`config.mk`:
```
export PLATFORM = sky130hd
export DESIGN_NAME = fifo_block_cache_tags_flat
export DESIGN_NICKNAME = d
export VERILOG_FILES = /design/src/hdl/fbct_pkg.sv /design/src/hdl/fbct_ifs.sv /design/src/hdl/fbct_cell.sv /design/src/hdl/fifo_block_cache_tags.sv /design/src/flat_wrapper.sv
export SDC_FILE = /design/constraint.sdc
export NUM_CORES = 1
export LEC_CHECK = 0
export ABC_AREA = 1
export CAP_MARGIN = 40
export CORE_AREA = 2 2 235 167
export DETAILED_ROUTE_END_ITERATION = 8
export DIE_AREA = 0 0 237 169
export DONT_BUFFER_PORTS = 1
export SETUP_SLACK_MARGIN = 0.05
export SLEW_MARGIN = 10
export SYNTH_ARGS = -nofsm -noshare
export SYNTH_HDL_FRONTEND = slang
export SYNTH_SLANG_ARGS = --single-unit
```
`constraint.sdc`:
```
create_clock -name clock -period 3.5 [get_ports clock]
set_clock_uncertainty 0.05 [all_clocks]
set_input_delay 0.175 -clock clock [delete_from_list [all_inputs] [get_ports clock]]
set_output_delay 0.175 -clock clock [all_outputs]
set_load 0.01 [all_outputs]
```
`src/hdl/fbct_pkg.sv`:
```
package fbct_pkg;

   localparam int CAPACITY      = 16;
   localparam int BLOCK_ID_BITS = 16;

   localparam int ID_BITS    = 16;
   localparam int SIZE_BITS  = 5;
   localparam int TAG_BITS   = (BLOCK_ID_BITS < ID_BITS) ? BLOCK_ID_BITS : ID_BITS;
   localparam int COUNT_BITS = $clog2(CAPACITY + 1);
   localparam int CMP_BITS   = (COUNT_BITS > SIZE_BITS) ? COUNT_BITS : SIZE_BITS;

   localparam logic [SIZE_BITS-1:0] SIZE_RESET = 5'd16;

   typedef enum logic [1:0] {
      ACT_LOOKUP = 2'd0,
      ACT_INSERT = 2'd1,
      ACT_MARK   = 2'd2,
      ACT_FLUSH  = 2'd3
   } action_type;

   typedef enum logic {
      ST_IDLE,
      ST_FLUSH
   } state_type;

   typedef struct packed {
      logic load;
      logic shift;
      logic mark;
      logic clear;
      logic occupied;
   } cell_ctrl_type;

endpackage

```
`src/hdl/fbct_ifs.sv`:
```
interface fbct_req_if;
   logic                         valid;
   logic                         ready;
   logic [1:0]                   action;
   logic [fbct_pkg::ID_BITS-1:0] disk_block;

   modport source (output valid, action, disk_block, input ready);
   modport sink (input valid, action, disk_block, output ready);
endinterface

interface fbct_rsp_if;
   logic                         valid;
   logic                         ready;
   logic                         hit;
   logic                         writeback_valid;
   logic [fbct_pkg::ID_BITS-1:0] writeback_block;
   logic                         last_result;

   modport source (output valid, hit, writeback_valid, writeback_block, last_result,
                   input ready);
   modport sink (input valid, hit, writeback_valid, writeback_block, last_result,
                 output ready);
endinterface

interface fbct_csr_if;
   logic                           valid;
   logic                           ready;
   logic [fbct_pkg::SIZE_BITS-1:0] data;

   modport source (output valid, data, input ready);
   modport sink (input valid, data, output ready);
endinterface

```
`src/hdl/fbct_cell.sv`:
```
module fbct_cell (
   input  logic                          clock,
   input  logic                          reset,
   input  fbct_pkg::cell_ctrl_type       ctrl,
   input  logic [fbct_pkg::TAG_BITS-1:0] id,
   input  logic [fbct_pkg::TAG_BITS-1:0] next_tag,
   input  logic                          next_dirty,
   output logic [fbct_pkg::TAG_BITS-1:0] tag,
   output logic                          dirty,
   output logic                          match
);

   logic [fbct_pkg::TAG_BITS-1:0] tag_ff;
   logic [fbct_pkg::TAG_BITS-1:0] tag_in;
   logic                          dirty_ff;
   logic                          dirty_in;

   assign match = ctrl.occupied && (tag_ff == id);
   assign tag   = tag_ff;
   assign dirty = dirty_ff;

   always_comb begin
      if (ctrl.load) begin
         tag_in = id;
      end else if (ctrl.shift) begin
         tag_in = next_tag;
      end else begin
         tag_in = tag_ff;
      end
   end

   always_comb begin
      if (ctrl.clear || ctrl.load) begin
         dirty_in = 1'b0;
      end else if (ctrl.shift) begin
         dirty_in = next_dirty;
      end else if (ctrl.mark && match) begin
         dirty_in = 1'b1;
      end else begin
         dirty_in = dirty_ff;
      end
   end

   always_ff @(posedge clock) begin
      tag_ff <= tag_in;
   end

   always_ff @(posedge clock) begin
      if (reset) begin
         dirty_ff <= 1'b0;
      end else begin
         dirty_ff <= dirty_in;
      end
   end

endmodule

```
`src/hdl/fifo_block_cache_tags.sv`:
```
// Directory of a FIFO-replaced, write-back block cache kept as a row of tag cells with the
// oldest entry in cell 0. Lookup, insert and mark-dirty each take one transaction per cycle:
// every cell compares its tag in parallel, and an insert into a full cache shifts the whole
// row down by one cell, evicting cell 0. A flush, once accepted, shifts the row one cell per
// cycle and emits each dirty id as it reaches cell 0, so it holds off requests until the
// last dirty entry has been emitted (not at all when nothing is dirty); a shift waits while
// the previous result is held up. Results leave through an output register, so a new
// request is taken while the previous result waits only if that result is taken in the
// same cycle. The size register is always ready; a write of zero is ignored.
module fifo_block_cache_tags (
   input  logic              clock,
   input  logic              reset,
   fbct_req_if.sink          req_bus,
   fbct_rsp_if.source        rsp_bus,
   fbct_csr_if.sink          csr_bus
);

   localparam int N = fbct_pkg::CAPACITY;

   fbct_pkg::state_type                 state_ff;
   fbct_pkg::state_type                 state_in;
   logic [fbct_pkg::SIZE_BITS-1:0]      size_ff;
   logic [fbct_pkg::SIZE_BITS-1:0]      size_in;
   logic [fbct_pkg::COUNT_BITS-1:0]     count_ff;
   logic [fbct_pkg::COUNT_BITS-1:0]     count_in;

   logic                                rsp_valid_ff;
   logic                                rsp_valid_in;
   logic                                rsp_hit_ff;
   logic                                rsp_hit_in;
   logic                                rsp_wb_valid_ff;
   logic                                rsp_wb_valid_in;
   logic [fbct_pkg::ID_BITS-1:0]        rsp_wb_block_ff;
   logic [fbct_pkg::ID_BITS-1:0]        rsp_wb_block_in;
   logic                                rsp_last_ff;
   logic                                rsp_last_in;

   logic [fbct_pkg::TAG_BITS-1:0]       cell_tag [N];
   logic [fbct_pkg::TAG_BITS-1:0]       chain_tag [N];
   logic [N-1:0]                        cell_dirty;
   logic [N-1:0]                        chain_dirty;
   logic [N-1:0]                        cell_match;
   logic [N-1:0]                        occupied;
   logic [N-1:0]                        dirty_held;
   fbct_pkg::cell_ctrl_type             cell_ctrl [N];

   logic [fbct_pkg::TAG_BITS-1:0]       id;
   logic [fbct_pkg::CMP_BITS-1:0]       size_ext;
   logic [fbct_pkg::CMP_BITS-1:0]       size_eff;
   logic [fbct_pkg::COUNT_BITS-1:0]     insert_pos;
   logic                                full;
   logic                                any_dirty;
   logic                                rest_dirty;
   logic                                out_free;
   logic                                req_ready;
   logic                                accept;
   logic                                do_lookup;
   logic                                do_insert;
   logic                                do_mark;
   logic                                do_flush;
   logic                                flush_step;
   logic                                flush_emit;
   logic                                flush_done;

   assign id         = req_bus.disk_block[fbct_pkg::TAG_BITS-1:0];
   assign dirty_held = cell_dirty & occupied;
   assign any_dirty  = |dirty_held;
   assign rest_dirty = |(dirty_held >> 1);

   assign size_ext = fbct_pkg::CMP_BITS'(size_ff);
   assign size_eff = (size_ext > fbct_pkg::CMP_BITS'(N)) ? fbct_pkg::CMP_BITS'(N) : size_ext;
   assign full     = fbct_pkg::CMP_BITS'(count_ff) >= size_eff;
   assign insert_pos = full ? (count_ff - 1'b1) : count_ff;

   assign accept    = req_bus.valid && req_ready;
   assign do_lookup = accept && (req_bus.action == fbct_pkg::ACT_LOOKUP);
   assign do_insert = accept && (req_bus.action == fbct_pkg::ACT_INSERT);
   assign do_mark   = accept && (req_bus.action == fbct_pkg::ACT_MARK);
   assign do_flush  = accept && (req_bus.action == fbct_pkg::ACT_FLUSH);

   // handshake and flush sequencing
   always_comb begin
      out_free   = !rsp_valid_ff || rsp_bus.ready;
      req_ready  = 1'b0;
      flush_step = 1'b0;
      case (state_ff)
         fbct_pkg::ST_IDLE: begin
            req_ready = out_free;
         end
         fbct_pkg::ST_FLUSH: begin
            flush_step = out_free;
         end
         default: begin
            req_ready = 1'b0;
         end
      endcase
      flush_emit = flush_step && dirty_held[0];
      flush_done = (do_flush && !any_dirty) || (flush_emit && !rest_dirty);
   end

   always_comb begin
      state_in = state_ff;
      case (state_ff)
         fbct_pkg::ST_IDLE: begin
            if (do_flush && any_dirty) begin
               state_in = fbct_pkg::ST_FLUSH;
            end
         end
         fbct_pkg::ST_FLUSH: begin
            if (flush_emit && !rest_dirty) begin
               state_in = fbct_pkg::ST_IDLE;
            end
         end
         default: begin
            state_in = fbct_pkg::ST_IDLE;
         end
      endcase
   end

   genvar i;
   generate
      for (i = 0; i < N; i++) begin : g_cell
         if (i == N - 1) begin : g_end
            assign chain_tag[i]   = '0;
            assign chain_dirty[i] = 1'b0;
         end else begin : g_link
            assign chain_tag[i]   = cell_tag[i+1];
            assign chain_dirty[i] = cell_dirty[i+1];
         end

         assign occupied[i]           = count_ff > fbct_pkg::COUNT_BITS'(i);
         assign cell_ctrl[i].load     = do_insert && (insert_pos == fbct_pkg::COUNT_BITS'(i));
         assign cell_ctrl[i].shift    = (do_insert && full) || flush_step;
         assign cell_ctrl[i].mark     = do_mark;
         assign cell_ctrl[i].clear    = flush_done;
         assign cell_ctrl[i].occupied = occupied[i];

         fbct_cell u_cell (
            .clock      (clock),
            .reset      (reset),
            .ctrl       (cell_ctrl[i]),
            .id         (id),
            .next_tag   (chain_tag[i]),
            .next_dirty (chain_dirty[i]),
            .tag        (cell_tag[i]),
            .dirty      (cell_dirty[i]),
            .match      (cell_match[i])
         );
      end
   endgenerate

   always_comb begin
      if (flush_done) begin
         count_in = '0;
      end else if (flush_step) begin
         count_in = count_ff - 1'b1;
      end else if (do_insert && !full) begin
         count_in = count_ff + 1'b1;
      end else begin
         count_in = count_ff;
      end
   end

   always_comb begin
      size_in = size_ff;
      if (csr_bus.valid && (csr_bus.data != '0)) begin
         size_in = csr_bus.data;
      end
   end

   // result register
   always_comb begin
      rsp_valid_in    = rsp_valid_ff && !rsp_bus.ready;
      rsp_hit_in      = rsp_hit_ff;
      rsp_wb_valid_in = rsp_wb_valid_ff;
      rsp_wb_block_in = rsp_wb_block_ff;
      rsp_last_in     = rsp_last_ff;
      if (do_lookup || do_mark) begin
         rsp_valid_in    = 1'b1;
         rsp_hit_in      = |cell_match;
         rsp_wb_valid_in = 1'b0;
         rsp_wb_block_in = '0;
         rsp_last_in     = 1'b1;
      end else if (do_insert) begin
         rsp_valid_in    = 1'b1;
         rsp_hit_in      = 1'b0;
         rsp_wb_valid_in = full && dirty_held[0];
         rsp_wb_block_in = (full && dirty_held[0]) ? fbct_pkg::ID_BITS'(cell_tag[0]) : '0;
         rsp_last_in     = 1'b1;
      end else if (do_flush && !any_dirty) begin
         rsp_valid_in    = 1'b1;
         rsp_hit_in      = 1'b0;
         rsp_wb_valid_in = 1'b0;
         rsp_wb_block_in = '0;
         rsp_last_in     = 1'b1;
      end else if (flush_emit) begin
         rsp_valid_in    = 1'b1;
         rsp_hit_in      = 1'b0;
         rsp_wb_valid_in = 1'b1;
         rsp_wb_block_in = fbct_pkg::ID_BITS'(cell_tag[0]);
         rsp_last_in     = !rest_dirty;
      end
   end

   always_ff @(posedge clock) begin
      if (reset) begin
         state_ff     <= fbct_pkg::ST_IDLE;
         size_ff      <= fbct_pkg::SIZE_RESET;
         count_ff     <= '0;
         rsp_valid_ff <= 1'b0;
      end else begin
         state_ff     <= state_in;
         size_ff      <= size_in;
         count_ff     <= count_in;
         rsp_valid_ff <= rsp_valid_in;
      end
   end

   always_ff @(posedge clock) begin
      rsp_hit_ff      <= rsp_hit_in;
      rsp_wb_valid_ff <= rsp_wb_valid_in;
      rsp_wb_block_ff <= rsp_wb_block_in;
      rsp_last_ff     <= rsp_last_in;
   end

   assign req_bus.ready           = req_ready;
   assign csr_bus.ready           = 1'b1;
   assign rsp_bus.valid           = rsp_valid_ff;
   assign rsp_bus.hit             = rsp_hit_ff;
   assign rsp_bus.writeback_valid = rsp_wb_valid_ff;
   assign rsp_bus.writeback_block = rsp_wb_block_ff;
   assign rsp_bus.last_result     = rsp_last_ff;

endmodule

```
`src/flat_wrapper.sv`:
```
// flat-port wrapper written by rule: the top's interface ports become plain ports
module fifo_block_cache_tags_flat 
  (clock, reset, req_bus_valid, req_bus_action, req_bus_disk_block, req_bus_ready, rsp_bus_valid, rsp_bus_hit, rsp_bus_writeback_valid, rsp_bus_writeback_block, rsp_bus_last_result, rsp_bus_ready, csr_bus_valid, csr_bus_data, csr_bus_ready);
  fbct_req_if req_bus_i ();
  fbct_rsp_if rsp_bus_i ();
  fbct_csr_if csr_bus_i ();
  input  logic clock;
  input  logic reset;
  input wire logic [$bits(req_bus_i.valid)-1:0] req_bus_valid;
  input wire logic [$bits(req_bus_i.action)-1:0] req_bus_action;
  input wire logic [$bits(req_bus_i.disk_block)-1:0] req_bus_disk_block;
  output wire logic [$bits(req_bus_i.ready)-1:0] req_bus_ready;
  output wire logic [$bits(rsp_bus_i.valid)-1:0] rsp_bus_valid;
  output wire logic [$bits(rsp_bus_i.hit)-1:0] rsp_bus_hit;
  output wire logic [$bits(rsp_bus_i.writeback_valid)-1:0] rsp_bus_writeback_valid;
  output wire logic [$bits(rsp_bus_i.writeback_block)-1:0] rsp_bus_writeback_block;
  output wire logic [$bits(rsp_bus_i.last_result)-1:0] rsp_bus_last_result;
  input wire logic [$bits(rsp_bus_i.ready)-1:0] rsp_bus_ready;
  input wire logic [$bits(csr_bus_i.valid)-1:0] csr_bus_valid;
  input wire logic [$bits(csr_bus_i.data)-1:0] csr_bus_data;
  output wire logic [$bits(csr_bus_i.ready)-1:0] csr_bus_ready;
  assign req_bus_i.valid = req_bus_valid;
  assign req_bus_i.action = req_bus_action;
  assign req_bus_i.disk_block = req_bus_disk_block;
  assign req_bus_ready = req_bus_i.ready;
  assign rsp_bus_valid = rsp_bus_i.valid;
  assign rsp_bus_hit = rsp_bus_i.hit;
  assign rsp_bus_writeback_valid = rsp_bus_i.writeback_valid;
  assign rsp_bus_writeback_block = rsp_bus_i.writeback_block;
  assign rsp_bus_last_result = rsp_bus_i.last_result;
  assign rsp_bus_i.ready = rsp_bus_ready;
  assign csr_bus_i.valid = csr_bus_valid;
  assign csr_bus_i.data = csr_bus_data;
  assign csr_bus_ready = csr_bus_i.ready;
  fifo_block_cache_tags u_core (.clock(clock), .reset(reset), .req_bus(req_bus_i), .rsp_bus(rsp_bus_i), .csr_bus(csr_bus_i));
endmodule
```
-- Word-level counts from Yosys, hierarchy flattened
Index checks and enable logic that the tools add are counted.
- logic and storage cells: 327
- register bits: 303
- output and inout port bits: 22
- muxes and demuxes: 86
- equal/unequal tests: 34
- bitwise operators: 2
- order comparisons: 18
- reductions and logical operators: 145
- add/sub/neg operators: 2
- operators with widths (operator ; count):
    two-way mux 16 bit ; 36
    == test 16 bit ; 16
    nonzero test 2 bit ; 32
    logical AND 1 bit ; 62
    two-way mux 1 bit ; 45
    == test 5 x 4 -> 1 bit, second input constant ; 8
    greater-than comparator 5 x 4 -> 1 bit, second input constant ; 8
    OR reduction 16 bit ; 2
    OR reduction 2 bit ; 16
    == test 5 x 3 -> 1 bit, second input constant ; 4
    greater-than comparator 5 x 3 -> 1 bit, second input constant ; 4
    logical OR 1 bit ; 20
    two-way mux 5 bit ; 4
    bitwise AND 16 bit ; 1
    OR reduction 15 bit ; 1
    == test 5 x 2 -> 1 bit, second input constant ; 2
    greater-than comparator 5 x 1 -> 1 bit, second input constant ; 2
    greater-than comparator 5 x 2 -> 1 bit, second input constant ; 2
    OR reduction 3 bit ; 2
    adder 5 x 1 -> 5 bit, second input constant ; 1
    == test 5 x 1 -> 1 bit, second input constant ; 1
    greater-or-equal comparator 5 bit ; 1
    greater-than comparator 5 bit, second input constant ; 1
    zero test 1 bit ; 5
    10 further kinds ; 11

-- Longest topological paths before layout
- depth in word-level cells: 9
- gate-level depth with buffers: 16

-- By module
Synthesis repeated with hierarchy kept, for this count alone.
- cells, all modules: 3099
- area, all modules: 20747.4 µm²
- by module, submodules not included (module ; instances ; cells an instance ; area each (µm²)):
    fbct_cell ; 16 ; 172 ; 1151.1
    fifo_block_cache_tags ; 1 ; 347 ; 2329.7

-- Worst setup path after synthesis
No wires, ideal clock.
- path kind: register to register
- from: reg u_core.size_ff (netlist bit u_core.size_ext[0])
- to: reg u_core.g_cell[3].u_cell.tag_ff (netlist bit u_core.g_cell[3].u_cell.tag[0]) (enable)
- buffers on the path: 1
- arrival time: 2.909 ns
- stages on the path, launching flop included: 14
- path slack: 0.170 ns
- cells stage by stage: dfxtp_1 > o41ai_1 > nand2_1 > ha_1 > a21oi_2 > nor2_2 > nor2_8 > nand2_8 > nand2_2 > o21ai_4 > nor2_2 > nand3_2 > buf_2 > nand2_1
- longest elaborated chain between the ends: 7
- RTL lines (item ; RTL line ; RTL):
    start: declaration ; fifo_block_cache_tags.sv:22 ; logic [fbct_pkg::SIZE_BITS-1:0] size_ff;
    start signal: assignment ; fifo_block_cache_tags.sv:208 ; size_ff <= fbct_pkg::SIZE_RESET;
    start signal: assignment ; fifo_block_cache_tags.sv:213 ; size_ff <= size_in;
    greater-than comparator 5 bit ; fifo_block_cache_tags.sv:71 ; assign size_eff = (size_ext > fbct_pkg::CMP_BITS'(N)) ? fbct_pkg::CMP_BITS'(N) : size_ext;
    two-way mux 5 bit (*) ; fifo_block_cache_tags.sv:71 ;
    greater-or-equal comparator 5 bit (*) ; fifo_block_cache_tags.sv:72 ; assign full = fbct_pkg::CMP_BITS'(count_ff) >= size_eff;
    two-way mux 5 bit ; fifo_block_cache_tags.sv:73 ; assign insert_pos = full ? (count_ff - 1'b1) : count_ff;
    == test 5 x 2 -> 1 bit ; fifo_block_cache_tags.sv:132 ; assign cell_ctrl[i].load = do_insert && (insert_pos == fbct_pkg::COUNT_BITS'(i));
    logical AND 1 bit ; fifo_block_cache_tags.sv:132 ;
    nonzero test 2 bit (no line) (*) ; -- ;
    end signal: assignment ; fbct_cell.sv:45 ; tag_ff <= tag_in;
    end: declaration ; fbct_cell.sv:13 ; logic [fbct_pkg::TAG_BITS-1:0] tag_ff;
Every way passes the cells marked *; elsewhere a longest branch is shown, timed or not.
A chain may end at the register's enable or synchronous reset.

-- Final worst setup path
- from: reg u_core.size_ff (netlist bit u_core.size_ext[0])
- to: reg u_core.g_cell[13].u_cell.tag_ff (netlist bit u_core.g_cell[13].u_cell.tag[11]), data pin
- longest elaborated chain between the ends: 7
- RTL lines (item ; RTL line ; RTL):
    greater-than comparator 5 bit ; fifo_block_cache_tags.sv:71 ;
    two-way mux 5 bit (*) ; fifo_block_cache_tags.sv:71 ;
    greater-or-equal comparator 5 bit (*) ; fifo_block_cache_tags.sv:72 ;
    two-way mux 5 bit (*) ; fifo_block_cache_tags.sv:73 ;
    == test 5 x 4 -> 1 bit (*) ; fifo_block_cache_tags.sv:132 ;
    logical AND 1 bit (*) ; fifo_block_cache_tags.sv:132 ;
    two-way mux 16 bit (*) ; fbct_cell.sv:23 ; if (ctrl.load) begin
    net u_core.g_cell[13].u_cell.tag_in, one bit ; fbct_cell.sv:14 ; logic [fbct_pkg::TAG_BITS-1:0] tag_in;
    end signal: assignment ; fbct_cell.sv:45 ;
    end: declaration ; fbct_cell.sv:13 ;
Mark *: on every way through the listed nets, which the timed path passes. The rest lies on a longest branch.

==> impl_metrics.yaml <==
clocking:
  clock_sinks: 303
  cts_root_buffer: "clkbuf_16"
  cts_buffers: 34
  clk_latency_ps: 520
  post_cts_resized: 0
  cts.clk_slew.worst_paths_ps: 60
  h-tree-depth: 2
  cts_tree: "done"
  clk_path_buf_depth: 3
floorplan:
  placementRows: 60
  die_h_um: 169
  start_util_pct: 47.4
  pin_count: 50
  dieArea_um2: 40100
  die_x_um: 237
  core_um2: 37900
logic_synthesis:
  async_flop_share_pct: 0
  synth_edf_count: 257
  synth_most_common_cell: "nand2_1"
  syn_inst: 2102
  syn_avg_cell_area_um2: 8.55
  yosysTopAreaCellShare_pct: 42.9
  ys_seq_area_share_pct: 48.0
  synth_ff_type: "edfxtp_1"
  synth-seq-cells: 303
  syn_area_um2: 18000
  syn-num-nets: 2140
  netlist_top_cells_area: "edfxtp_1 43%, nand2_1 11%, o21ai_1 6.7%"
  synthDistinctLibCells: 52
  synthTopCellsByCount: "520 x nand2_1, 257 x edfxtp_1, 243 x nor2_1"
  yosysTopAreaCell: "edfxtp_1"
  synth_warnings: 0
sta:
  tns_ps: 0
  slew_violations: 0
  hold_slack_ps: 41.2
  fin_crit_sh_pct: 92.7
  hold_viol_final: 0
  rsz0062_at_grt: "no"
  max_freq_mhz: 308
  maxSlewHeadroom_pct: 36.3
  final.min_clock_period_ps: 3240
  setup_violations: 0
  tightest_slew_ps: 954
cells_and_area:
  antenna-diode-count: 0
  nFillCells: 3585
  drive_gt1_share_pct: 11.0
  final_util_pct: 52.4
  final_area_um2: 19900
  ff_latch_area_um2: 8640
  areaGrowthSynthToFinish_pct: 10.5
  multiInputGateArea_um2: 8310
  nets: 2147
global_routing:
  grt_pass1_vias: 13700
  grt_pass1_wl_um: 89700
  grt_usage_pct: 30.7
  antenna_found_initial: 2
  grt_max_degree: 34
  overflow: 0
power:
  power_mw: 8.42
  ir_worst_vdd_v: 0.000325
  power.density_nw_per_um2: 424
  p_leak_nw: 7.95
critical_path:
  end_kind: "flop"
  path_class: "reg2reg"
  required_ps: 3710
  cp-start-kind: "flop"
  cp_data_arrival_time_ps: 3450
  r2r_slack_ps: 260
  worst-path-max-fanout: 33
detailed_routing:
  route.detailed.drc: 0
  wl_um: 61700
  ant_nets: 0
  dr.pass1.iters: 7
  drt_iter0_markers: 1910
  dr_total_vias: 15200
  viasPerCell: 5.80
  wl_per_cell_um: 23.5
flow_run:
  maxCapViolCount: 0
placed_design:
  io_buffers: 0
  gp_congestion: 1.02
  hpwl_um: 43500
  dpl_cell_area_um2: 18700
run_status:
  outcome: "finished, final reports clean"
worst_hold_path:
  hold_class: "in2reg"
==> placed cells by master, fill, tap and decap left out, types with 7 or more instances in the layout <==
cell type and count:
nand2_1 520, clkbuf_1 12, nor2b_1 7, inv_1 82
inv_2 11, ha_1 10, a21oi_1 39, o22ai_1 8
clkbuf_16 37, xnor2_1 82, dfxtp_1 46, xor2_1 103
nor3_1 45, edfxtp_1 257, nand3_4 12, o21ai_0 21
o21ai_1 242, dlygate4sd3_1 10, or2_2 37, buf_4 81
nand4_1 66, nand3_1 78, nand3_2 9, nor2_1 243
==> cell families after synthesis <==
group                      share of synthesized area [%]
adders and majority gates                          0.696
and+or+nand+nor                                     26.9
other                                             0.0209
buffers and inverters                               5.80
xor gates and xnor gates                            9.16
AOI/OAI and AO/OA                                   9.38
DFF                                                 48.0
==> worst max-delay path, cell delays in order, from the launching register on <==
cell	delay [ps]
dfxtp_1	320
o41ai_1	360
buf_4	180
nand2_1	50
ha_1	290
nand3_1	80
o21a_2	270
nand2_8	140
nand3_2	120
nand2_4	210
buf_4	320
nand3_4	120
buf_4	250
nand2_1	100
o21ai_1	90
==> registers in the layout (all words and copies together) (netlist names) <==
register / cells
u_core.rsp_bus.writeback_block: 16
u_core.rsp_bus.hit: 1
u_core.rsp_bus.valid: 1
u_core.rsp_bus.last_result: 1
u_core.count_ff: 5
u_core.state_ff: 1
u_core.g_cell.u_cell.dirty: 16
u_core.g_cell.u_cell.tag: 256
u_core.size_ext: 5
u_core.rsp_bus.writeback_valid: 1
==> path summary, 6_finish.rpt <==
check                                                  startpoint                           endpoint  cells after the start
worst min register to register  u_core.rsp_bus.writeback_block[7]  u_core.rsp_bus.writeback_block[7]                      2
worst min-delay path                                req_bus_valid                    u_core.state_ff                      4
worst max register to register                 u_core.size_ext[0]   u_core.g_cell[13].u_cell.tag[11]                     14
worst max-delay path                           u_core.size_ext[0]   u_core.g_cell[13].u_cell.tag[11]                     14
==> layout make-up <==
cell class / count / area share (%)
timing repair buffer: 98 / 4.35
clock buffer: 49 / 4.89
multi-input combinational: 1574 / 41.8
sequential: 303 / 43.5
clock inverter: 11 / 0.416
tap: 496 / 3.12
inverter: 98 / 1.90
==> what timing repair did <==
action | in CTS | in global routing
setup endpoints to repair | 0 | 19
setup buffers | 0 | 3
hold buffers | 10 | 0
endpoints found under the hold margin | 9 | 0
==> metal layers <==
metal	vias up	track usage, %	share of wire (%)
met1	7265	47.3	47
met4	4	9.19	2.8
met5	-	2.06	0.20
li1	7092	-	-
met2	777	41.0	38
met3	98	8.40	12
==> report_power, final <==
group	internal [mW]	switching [mW]	total [mW]
Sequential	3.99	0.0892	4.08
Clock	2.01	1.47	3.47
Combinational	0.307	0.563	0.870
Total	6.30	2.12	8.42
==> stage by stage <==
stage | std cells | setup WS (ps)
6_report | 2629 | 255
5_1_grt | 2629 | 67.0
3_5_place_dp | 2554 | 189
4_1_cts | 2624 | 158
2_1_floorplan | 2102 | 170
3_3_place_gp | 2553 | 109
No activity file was read; power rests on OpenSTA's default activity.
